[src/rtl/anct_pkg.sv]
// Package for the active note channel tracker.
// Holds field widths, operation and register codes, and the step and result structs.
// No dependencies.
package anct_pkg;

    localparam int OP_W      = 3;
    localparam int CHAN_W    = 16;
    localparam int NOTE_W    = 7;
    localparam int CTRL_W    = 7;
    localparam int CFG_IDX_W = 1;

    typedef enum logic [OP_W-1:0] {
        OP_NOTE_ON    = 3'd0,
        OP_NOTE_OFF   = 3'd1,
        OP_CONTROLLER = 3'd2,
        OP_OTHER      = 3'd3,
        OP_TICK       = 3'd4,
        OP_READ_CLEAR = 3'd5
    } op_t;

    typedef enum logic [CFG_IDX_W-1:0] {
        CFG_ALL_SOUND_OFF = 1'b0,
        CFG_ALL_NOTES_OFF = 1'b1
    } cfg_idx_t;

    localparam logic [CTRL_W-1:0] ALL_SOUND_OFF_RESET = 7'd120;
    localparam logic [CTRL_W-1:0] ALL_NOTES_OFF_RESET = 7'd123;

    typedef struct packed {
        logic              valid;
        op_t               op;
        logic [CHAN_W-1:0] chans;
        logic [NOTE_W-1:0] note;
        logic              clear_hit;
    } step_t;

    typedef struct packed {
        logic [CHAN_W-1:0] active;
        logic [CHAN_W-1:0] note_chans;
        logic [CHAN_W-1:0] corrupted;
    } result_t;

endpackage

[src/rtl/anct_if.sv]
// Valid/ready channel interfaces for input items and result items.
// Depends on anct_pkg for field widths.
interface anct_item_if import anct_pkg::*; ();
    logic              valid;
    logic              ready;
    logic [OP_W-1:0]   operation;
    logic [CHAN_W-1:0] channels;
    logic [NOTE_W-1:0] note;
    logic [CTRL_W-1:0] controller_number;

    modport source (output valid, operation, channels, note, controller_number,
                    input ready);
    modport sink   (input valid, operation, channels, note, controller_number,
                    output ready);
endinterface

interface anct_result_if import anct_pkg::*; ();
    logic              valid;
    logic              ready;
    logic [CHAN_W-1:0] active_channels;
    logic [CHAN_W-1:0] note_channels;
    logic [CHAN_W-1:0] corrupted_channels;

    modport source (output valid, active_channels, note_channels, corrupted_channels,
                    input ready);
    modport sink   (input valid, active_channels, note_channels, corrupted_channels,
                    output ready);
endinterface

[src/rtl/anct_state.sv]
// Note table, per-channel note counts and corrupted mask, with the one-step update.
// Depends on anct_pkg; instantiated by active_note_channel_tracker_unit.
module anct_state import anct_pkg::*; #(
    parameter int NUM_NOTES    = 128,
    parameter int NUM_CHANNELS = 16
) (
    input  logic    clk,
    input  logic    rst_n,
    input  step_t   step,
    output result_t result
);

    localparam int CH_W  = (NUM_CHANNELS < CHAN_W) ? NUM_CHANNELS : CHAN_W;
    localparam int IDX_W = (NUM_NOTES > 1) ? $clog2(NUM_NOTES) : 1;
    localparam int CNT_W = $clog2(NUM_NOTES + 1);

    logic [CH_W-1:0]  note_tab_reg  [NUM_NOTES];
    logic [CH_W-1:0]  note_tab_next [NUM_NOTES];
    logic [CNT_W-1:0] cnt_reg       [CH_W];
    logic [CNT_W-1:0] cnt_next      [CH_W];
    logic [CH_W-1:0]  corr_reg;
    logic [CH_W-1:0]  corr_next;

    logic             note_ok;
    logic [IDX_W-1:0] idx;
    logic [CH_W-1:0]  chans;
    logic [CH_W-1:0]  old_entry;
    logic [CH_W-1:0]  new_entry;
    logic [CH_W-1:0]  after_entry;
    logic [CH_W-1:0]  agg_now;
    logic [CH_W-1:0]  agg_after;
    logic             note_we;
    logic             clear_all;

    assign note_ok   = 32'(step.note) < NUM_NOTES;
    assign idx       = step.note[IDX_W-1:0];
    assign chans     = step.chans[CH_W-1:0];
    assign old_entry = note_ok ? note_tab_reg[idx] : '0;

    always_comb
    begin
        new_entry = old_entry;
        note_we   = 1'b0;
        clear_all = 1'b0;
        corr_next = corr_reg;
        if (step.valid)
        begin
            case (step.op)
                OP_NOTE_ON:
                begin
                    new_entry = old_entry | chans;
                    note_we   = note_ok;
                end
                OP_NOTE_OFF:
                begin
                    new_entry = old_entry & ~chans;
                    note_we   = note_ok;
                end
                OP_CONTROLLER: clear_all = step.clear_hit;
                OP_TICK:       corr_next = corr_reg | (agg_now & chans);
                OP_READ_CLEAR: corr_next = '0;
                default:       ;
            endcase
        end
    end

    always_comb
    begin
        for (int n = 0; n < NUM_NOTES; n++)
        begin
            if (clear_all)
                note_tab_next[n] = note_tab_reg[n] & ~chans;
            else if (note_we && (idx == IDX_W'(n)))
                note_tab_next[n] = new_entry;
            else
                note_tab_next[n] = note_tab_reg[n];
        end
    end

    // track per channel how many notes hold it; the channel is active while nonzero
    always_comb
    begin
        for (int c = 0; c < CH_W; c++)
        begin
            agg_now[c] = cnt_reg[c] != '0;
            if (clear_all && chans[c])
                cnt_next[c] = '0;
            else if (note_we && new_entry[c] && !old_entry[c])
                cnt_next[c] = cnt_reg[c] + CNT_W'(1);
            else if (note_we && !new_entry[c] && old_entry[c])
                cnt_next[c] = cnt_reg[c] - CNT_W'(1);
            else
                cnt_next[c] = cnt_reg[c];
            agg_after[c] = cnt_next[c] != '0;
        end
    end

    assign after_entry = clear_all ? (old_entry & ~chans) : new_entry;

    assign result.active     = CHAN_W'(agg_after);
    assign result.note_chans = note_ok ? CHAN_W'(after_entry) : '0;
    assign result.corrupted  = (step.op == OP_READ_CLEAR) ? CHAN_W'(corr_reg)
                                                          : CHAN_W'(corr_next);

    always_ff @(posedge clk or negedge rst_n)
    begin
        if (!rst_n)
        begin
            for (int n = 0; n < NUM_NOTES; n++)
                note_tab_reg[n] <= '0;
            for (int c = 0; c < CH_W; c++)
                cnt_reg[c] <= '0;
            corr_reg <= '0;
        end
        else
        begin
            note_tab_reg <= note_tab_next;
            cnt_reg      <= cnt_next;
            corr_reg     <= corr_next;
        end
    end

endmodule

[src/rtl/active_note_channel_tracker_unit.sv]
// Active note channel tracker: one result per input item, fully pipelined.
// An input register feeds the table update; a result register drives the
// output channel. Each accepted item passes the input register and then the result
// register, where a stall of results can hold it. One item is taken every cycle while
// results are taken, since the note table, per-channel note counts and corrupted mask
// are flip-flops updated in the cycle an item leaves the input register. Clearing controller
// numbers reset to 120 and 123 and are written through cfg_we/cfg_index/cfg_data; the user
// must write them only while no item is in flight, as the block does not enforce it.
// Depends on anct_pkg, anct_if and anct_state.
module active_note_channel_tracker_unit import anct_pkg::*; #(
    parameter int NUM_NOTES    = 128,
    parameter int NUM_CHANNELS = 16
) (
    input  logic                 clk,
    input  logic                 rst_n,
    anct_item_if.sink            items,
    anct_result_if.source        results,
    input  logic                 cfg_we,
    input  logic [CFG_IDX_W-1:0] cfg_index,
    input  logic [CTRL_W-1:0]    cfg_data
);

    logic [CTRL_W-1:0] sound_off_reg;
    logic [CTRL_W-1:0] notes_off_reg;

    logic              s1_valid_reg;
    logic              s1_valid_next;
    op_t               s1_op_reg;
    logic [CHAN_W-1:0] s1_chans_reg;
    logic [NOTE_W-1:0] s1_note_reg;
    logic [CTRL_W-1:0] s1_ctrl_reg;

    logic              out_valid_reg;
    logic              out_valid_next;
    result_t           out_res_reg;

    logic              advance;
    step_t             step;
    result_t           step_res;

    assign advance     = !out_valid_reg || results.ready;
    assign items.ready = !s1_valid_reg || advance;

    assign s1_valid_next  = items.ready ? items.valid : s1_valid_reg;
    assign out_valid_next = advance ? s1_valid_reg : out_valid_reg;

    assign step.valid     = s1_valid_reg && advance;
    assign step.op        = s1_op_reg;
    assign step.chans     = s1_chans_reg;
    assign step.note      = s1_note_reg;
    assign step.clear_hit = (s1_ctrl_reg == sound_off_reg) || (s1_ctrl_reg == notes_off_reg);

    anct_state #(
        .NUM_NOTES    (NUM_NOTES),
        .NUM_CHANNELS (NUM_CHANNELS)
    ) u_state (
        .clk    (clk),
        .rst_n  (rst_n),
        .step   (step),
        .result (step_res)
    );

    always_ff @(posedge clk or negedge rst_n)
    begin
        if (!rst_n)
        begin
            sound_off_reg <= ALL_SOUND_OFF_RESET;
            notes_off_reg <= ALL_NOTES_OFF_RESET;
        end
        else if (cfg_we)
        begin
            case (cfg_idx_t'(cfg_index))
                CFG_ALL_SOUND_OFF: sound_off_reg <= cfg_data;
                CFG_ALL_NOTES_OFF: notes_off_reg <= cfg_data;
                default:           ;
            endcase
        end
    end

    always_ff @(posedge clk or negedge rst_n)
    begin
        if (!rst_n)
        begin
            s1_valid_reg  <= 1'b0;
            out_valid_reg <= 1'b0;
        end
        else
        begin
            s1_valid_reg  <= s1_valid_next;
            out_valid_reg <= out_valid_next;
        end
    end

    always_ff @(posedge clk)
    begin
        if (items.valid && items.ready)
        begin
            s1_op_reg    <= op_t'(items.operation);
            s1_chans_reg <= items.channels;
            s1_note_reg  <= items.note;
            s1_ctrl_reg  <= items.controller_number;
        end
        if (step.valid)
            out_res_reg <= step_res;
    end

    assign results.valid              = out_valid_reg;
    assign results.active_channels    = out_res_reg.active;
    assign results.note_channels      = out_res_reg.note_chans;
    assign results.corrupted_channels = out_res_reg.corrupted;

    a_ready_when_empty: assert property (@(posedge clk) disable iff (!rst_n)
        !out_valid_reg |-> items.ready)
        else $error("input stalled with empty result register");

    a_accept_loads: assert property (@(posedge clk) disable iff (!rst_n)
        (items.valid && items.ready) |=> s1_valid_reg)
        else $error("accepted item lost from input register");

    a_step_delivers: assert property (@(posedge clk) disable iff (!rst_n)
        step.valid |=> out_valid_reg)
        else $error("processed item produced no result");

endmodule

[src/flat_wrapper.sv]
// flat-port wrapper written by rule: the top's interface ports become plain ports
module active_note_channel_tracker_unit_flat import anct_pkg::*;
#(
    parameter int NUM_NOTES    = 128,
    parameter int NUM_CHANNELS = 16
)
  (clk, rst_n, cfg_we, cfg_index, cfg_data, items_valid, items_operation, items_channels, items_note, items_controller_number, items_ready, results_valid, results_active_channels, results_note_channels, results_corrupted_channels, results_ready);
  anct_item_if items_i ();
  anct_result_if results_i ();
  input  logic clk;
  input  logic rst_n;
  input  logic cfg_we;
  input  logic [CFG_IDX_W-1:0] cfg_index;
  input  logic [CTRL_W-1:0] cfg_data;
  input wire logic [$bits(items_i.valid)-1:0] items_valid;
  input wire logic [$bits(items_i.operation)-1:0] items_operation;
  input wire logic [$bits(items_i.channels)-1:0] items_channels;
  input wire logic [$bits(items_i.note)-1:0] items_note;
  input wire logic [$bits(items_i.controller_number)-1:0] items_controller_number;
  output wire logic [$bits(items_i.ready)-1:0] items_ready;
  output wire logic [$bits(results_i.valid)-1:0] results_valid;
  output wire logic [$bits(results_i.active_channels)-1:0] results_active_channels;
  output wire logic [$bits(results_i.note_channels)-1:0] results_note_channels;
  output wire logic [$bits(results_i.corrupted_channels)-1:0] results_corrupted_channels;
  input wire logic [$bits(results_i.ready)-1:0] results_ready;
  assign items_i.valid = items_valid;
  assign items_i.operation = items_operation;
  assign items_i.channels = items_channels;
  assign items_i.note = items_note;
  assign items_i.controller_number = items_controller_number;
  assign items_ready = items_i.ready;
  assign results_valid = results_i.valid;
  assign results_active_channels = results_i.active_channels;
  assign results_note_channels = results_i.note_channels;
  assign results_corrupted_channels = results_i.corrupted_channels;
  assign results_i.ready = results_ready;
  active_note_channel_tracker_unit #(.NUM_NOTES(NUM_NOTES), .NUM_CHANNELS(NUM_CHANNELS)) u_core (.clk(clk), .rst_n(rst_n), .items(items_i), .results(results_i), .cfg_we(cfg_we), .cfg_index(cfg_index), .cfg_data(cfg_data));
endmodule
[config.mk]
export PLATFORM = sky130hd
export DESIGN_NAME = active_note_channel_tracker_unit_flat
export DESIGN_NICKNAME = d
export VERILOG_FILES = /design/src/rtl/anct_pkg.sv /design/src/rtl/anct_if.sv /design/src/rtl/anct_state.sv /design/src/rtl/active_note_channel_tracker_unit.sv /design/src/flat_wrapper.sv
export SDC_FILE = /design/constraint.sdc
export NUM_CORES = 2
export LEC_CHECK = 0
export BUFFER_PORTS_ARGS = -buffer_cell sky130_fd_sc_hd__buf_2
export CORE_ASPECT_RATIO = 1.1
export CORE_MARGIN = 1
export CORE_UTILIZATION = 57
export CTS_BUF_LIST = sky130_fd_sc_hd__clkbuf_4 sky130_fd_sc_hd__clkbuf_8
export CTS_CLUSTER_DIAMETER = 40
export CTS_CLUSTER_SIZE = 25
export DETAILED_ROUTE_END_ITERATION = 8
export PLACE_DENSITY = 0.73
export RECOVER_POWER = 25
export SYNTH_ARGS = -nofsm -noshare
export SYNTH_HDL_FRONTEND = slang
export SYNTH_HIERARCHICAL = 1
export SYNTH_SLANG_ARGS = --single-unit
[constraint.sdc]
create_clock -name clk -period 7.88 [get_ports clk]
set_input_delay 0.394 -clock clk [delete_from_list [all_inputs] [get_ports clk]]
set_output_delay 0.394 -clock clk [all_outputs]
set_load 0.05 [all_outputs]
# [After elaboration in Yosys (flattened, before gate mapping)]
# Index checks and enable logic that the tools add are counted.
[classes] add_sub_neg=32 magnitude_cmp=1 n_eq_ne=133 n_mux=317 bitwise=135 n_reduce_logical=412
[ops] op="16-bit two-way mux" count=262
[ops] op="16-bit bitwise AND" count=130
[ops] op="7-bit == test (second input constant)" count=64
[ops] op="8-bit two-way mux" count=48
[ops] op="2-bit nonzero test" count=128
[ops] op="8-bit nonzero test" count=32
[ops] op="7-bit by 6-bit == test with 1-bit output (second input constant)" count=32
[ops] op="1-bit logical AND" count=210
[ops] op="8-bit by 1-bit adder with 8-bit output (second input constant)" count=16
[ops] op="8-bit by 1-bit subtractor with 8-bit output (second input constant)" count=16
[ops] op="16-bit binary-select mux with 7-bit select" count=1
[ops] op="7-bit by 5-bit == test with 1-bit output (second input constant)" count=16
[ops] op="16-bit case mux with 2 select lines" count=2
[ops] op="7-bit by 4-bit == test with 1-bit output (second input constant)" count=8
[ops] op="1-bit logical NOT" count=34
[ops] op="16-bit bitwise OR" count=2
[ops] op="7-bit by 3-bit == test with 1-bit output (second input constant)" count=4
[ops] op="16-bit inverter" count=1
[ops] op="7-bit by 2-bit == test with 1-bit output (second input constant)" count=2
[ops] op="7-bit == test" count=2
[ops] op="8-bit greater-or-equal comparator (second input constant)" count=1
[ops] op="7-bit inverter with 8-bit output" count=1
[ops] op="7-bit by 1-bit == test with 1-bit output (second input constant)" count=1
[ops] op="7-bit logical NOT" count=1
[ops] op="other kinds (9)" count=16
[word_totals] ff_bits=2289 input_bits=46 elab_cells=1186

# [Logic depth before layout (Yosys ltp)]
[depth] ltp_word=14 depth_mapped=18

# [Cells and area by module]
# Netlist, hierarchy kept.
[by_module_without_submodules] mod="anct_state" n_inst=1 cells_each=9847 area_each_um2=104220.0 seq_area_each_um2=54852.6
[by_module_without_submodules] mod="active_note_channel_tracker_unit" n_inst=1 cells_each=139 area_each_um2=3250.6 seq_area_each_um2=2845.2

# [Worst setup path before layout]
# OpenSTA, ideal clock, no wires.
[synth_timing] kind="register -> register" startpoint="reg u_core.out_valid_reg, in the netlist u_core/results.valid" endpoint="reg u_core.out_res_reg, in the netlist u_core/results.active_channels[13], data pin" t_arrival_ps=4607 slack_ps=3004 path_stages_with_launch=15 path_buffers=3 period_less_slack_ps=4876 path_cell_list="dfrtp_1 > nand2b_1 > and2_1 > nor3b_1 > and2_1 > clkbuf_1 > clkbuf_1 > clkbuf_1 > o21ai_0 > or3_1 > mux2i_1 > xnor2_1 > nor2_1 > nor4_1 > nand3_1"
[synth_rtl] element="from (decl)" line_no="active_note_channel_tracker_unit.sv:33" rtl="logic out_valid_reg;"
[synth_rtl] element="from (signal assigned)" line_no="active_note_channel_tracker_unit.sv:90" rtl="out_valid_reg <= out_valid_next;"
[synth_rtl] element="to (signal assigned)" line_no="active_note_channel_tracker_unit.sv:104" rtl="out_res_reg <= step_res;"
[synth_rtl] element="to (decl)" line_no="active_note_channel_tracker_unit.sv:35" rtl="result_t out_res_reg;"

==> metrics.txt <==
share of the synthesized area in the top cell type=0.512; PwrDens=222 mW/mm^2; Slew @ Worst Pin=3490 ps; Syn Nets=10,080; Routed Antenna Nets=0; final setup TNS=0 ps; highest clock rate=140 MHz; final count of pins violating max slew=740; storage element area=0.0577 sq mm; Residual DRC=2; Total Wirelength=386 mm; Hold Violations, Final=0; average via count per standard cell=7.40; Core Area=0.187 sq mm; DR iter-0 viols=15,158; Chip Width=416 um; syn_area_per_cell=10.8 sq um; unrepaired setup endpoints after global routing=no; EDFF count, synth=81; max_slew headroom=-1.33; Final period util=0.908; Leakage=48.9 nW; TritonCTS clock tree=built; Final WS setup=722 ps; Critical Path RT=8780 ps; CP endpoint kind=flip-flop; vias=91,185; Final HPWL DP=231 mm; violated checks=design-rule violations, max-capacitance violations, max-slew violations; status=finished, violations left; initial antenna violation count=26; RePlAce Congestion=1.02; crit-path max FO=28; TritonRoute pass-1 iters=9; DIE HEIGHT=457 um; minimum clock period=7160 ps; Yosys reg bits=2,289; sequential area share after synthesis=0.537; Routed WL per cell=31.3 um; Synth Flop Type=dfrtp_1; largest area contributor in the netlist=dfrtp_1; DIE AREA=0.190 sq mm; Layout Nets=9,746; IO Port Bufs=95; Cells after Synth=9,986; largest net degree at the start of global routing=187; Starting Density=0.576; area grow syn2layout=8.26%; CTS buffer count=299; I/O Pins=96; row count=166; max FFs per register=2,048; gr usage total=0.402; total grt overflow=0; maximum VDD drop=0.000147 V; first-pass GRT wire length=573 mm; Clock Path Buffers=4; most numerous cell in the Yosys netlist=o21ai_0; vias in the first global route=87,633; post-synth cell types=99; Total Power=25.9 mW; Fillers=14,648; area of the multi-input gates=0.0456 sq mm; WS Path Type=reg -> reg; element type at the critical path start=flip-flop; clock skew=109 ps; Post-Place Setup Slack=1690 ps; Post-synth top cells=4,159 x o21ai_0, 2,198 x dfrtp_1, 852 x clkbuf_1; Hold Crit Class=in -> reg; Clk Latency, worst-skew pair=1130 ps; Area contributors post-synth=dfrtp_1 51%, o21ai_0 19%, mux4_2 9.3%; Yosys warnings=6; worst reg2reg setup slack=720 ps; layout cells sized above 1=0.140; Post-CTS Setup Inserts=0; H-tree depth=5; # setup viols final=0; CTS resizes=0; Clock Root Buffer=clkbuf_8; worst path arrival time=8060 ps; Worst-path clk slew=80 ps; Post-Syn Area=0.107 sq mm; clk sinks=2,289; ys async rst share=0.965; Max-cap violations=12
## per-layer routing
| layer | vias to the layer above | global-route usage | part of all wire |
|---|---|---|---|
| met1 | 45802 | 0.505 | 0.34 |
| met4 | 32 | 0.285 | 0.083 |
| met2 | 7335 | 0.570 | 0.43 |
| li1 | 36371 | - | - |
| met3 | 1645 | 0.158 | 0.15 |
| met5 | - | 0.00278 | 0.00081 |
## power by group
part	internal (mW)	switching, mW
Clock	4.93	5.10
Sequential	12.3	0.488
Combinational	0.948	2.10
Total	18.2	7.69
## placed cells by master, fill, tap and decap left out, types with 26 or more instances in the layout
cell / synthesis / final
nor2_1: 171 / 152
inv_6: 0 / 36
a21oi_1: 93 / 88
nor3_1: 62 / 60
dfrtp_1: 2198 / 2198
nand4_1: 40 / 40
ha_1: 48 / 48
xnor2_1: 76 / 76
mux4_2: 445 / 445
mux2_2: 30 / 30
inv_1: 43 / 43
o21ai_0: 4159 / 4159
buf_2: 80 / 71
nand3_1: 141 / 141
buf_4: 29 / 180
nand2_1: 331 / 331
and3_1: 30 / 30
nand2b_1: 33 / 32
mux4_1: 32 / 32
edfxtp_1: 81 / 81
nand3b_1: 29 / 29
buf_12: 12 / 30
clkbuf_8: 1 / 322
clkinv_4: 0 / 29
clkinvlp_4: 0 / 33
dlygate4sd3_1: 0 / 70
and2_1: 51 / 48
a221oi_1: 30 / 30
o31a_1: 130 / 130
nor4_1: 51 / 35
a22oi_1: 143 / 142
nor2b_1: 29 / 26
mux2i_1: 188 / 188
clkbuf_1: 852 / 30
## area by class of cell
class	count	area share
clock buffers	347	0.0397
well taps	2436	0.0262
diodes	14	0.000301
clock inverters	175	0.0174
repair buffers	385	0.0270
inverters	46	0.00148
multi-input cells	6631	0.392
flip-flops and latches	2289	0.496
## cells by family (layout without fill, tap and decap cells)
logic type | after synthesis | count (layout) | share of synthesized area
adders and majority gates | 48 | 48 | 0.00559
AOI/OAI and AO/OA | 4743 | 4743 | 0.236
DFF | 2289 | 2289 | 0.537
muxes | 703 | 703 | 0.123
other | 0 | 14 | 0
xor gates and xnor gates | 86 | 86 | 0.00701
buffers and inverters | 1066 | 953 | 0.0431
and+or+nand+nor | 1051 | 1051 | 0.0489
## per-stage QoR
stage / std cells / instance area (sq um) / hold slack [ps] / util
5_1_grt: 12310 / 116000 / 52.8 / 0.623
2_1_floorplan: 9986 / 107000 / 98.4 / -
4_1_cts: 12309 / 116000 / 0.805 / 0.624
3_5_place_dp: 11716 / 109000 / 455 / 0.584
6_report: 12323 / 116000 / 59.1 / 0.623
3_3_place_gp: 11716 / 109000 / 447 / 0.584
## worst max-delay path, cell delays in order (launching register included)
cell	delay, ps
dfrtp_1	400
nand2b_1	90
and2_0	2060
nor3b_2	480
buf_4	360
nand3_1	400
nor2_2	1200
nand2_1	920
o31a_1	590
o21ai_0	300
o21ai_0	150
## path summary, 6_finish.rpt
| path | start | endpoint | depth (start not counted) |
|---|---|---|---|
| worst max-delay path | u_core/results.valid$_DFFE_PN0P_ | u_core/u_state/note_tab_reg[196]$_DFFE_PN0P_ | 10 |
| worst min-delay path | items_operation[0] | u_core/s1_op_reg[0]$_DFFE_PP_ | 2 |
| worst max register to register | u_core/results.valid$_DFFE_PN0P_ | u_core/u_state/note_tab_reg[196]$_DFFE_PN0P_ | 10 |
| worst min register to register | u_core/u_state/corr_reg[0]$_DFF_PN0_ | u_core/u_state/corr_reg[0]$_DFF_PN0_ | 2 |
| max in group asynchronous | rst_n | u_core/u_state/note_tab_reg[291]$_DFFE_PN0P_ | 5 |
| min in group asynchronous | rst_n | u_core/u_state/note_tab_reg[1007]$_DFFE_PN0P_ | 3 |
## timing repair
action                                  4_1_cts  5_1_grt
hold buffers                                 71        0
endpoints found under the setup margin        0        0
hold endpoints to repair                    271        0
(Power assumes the default switching activity.)
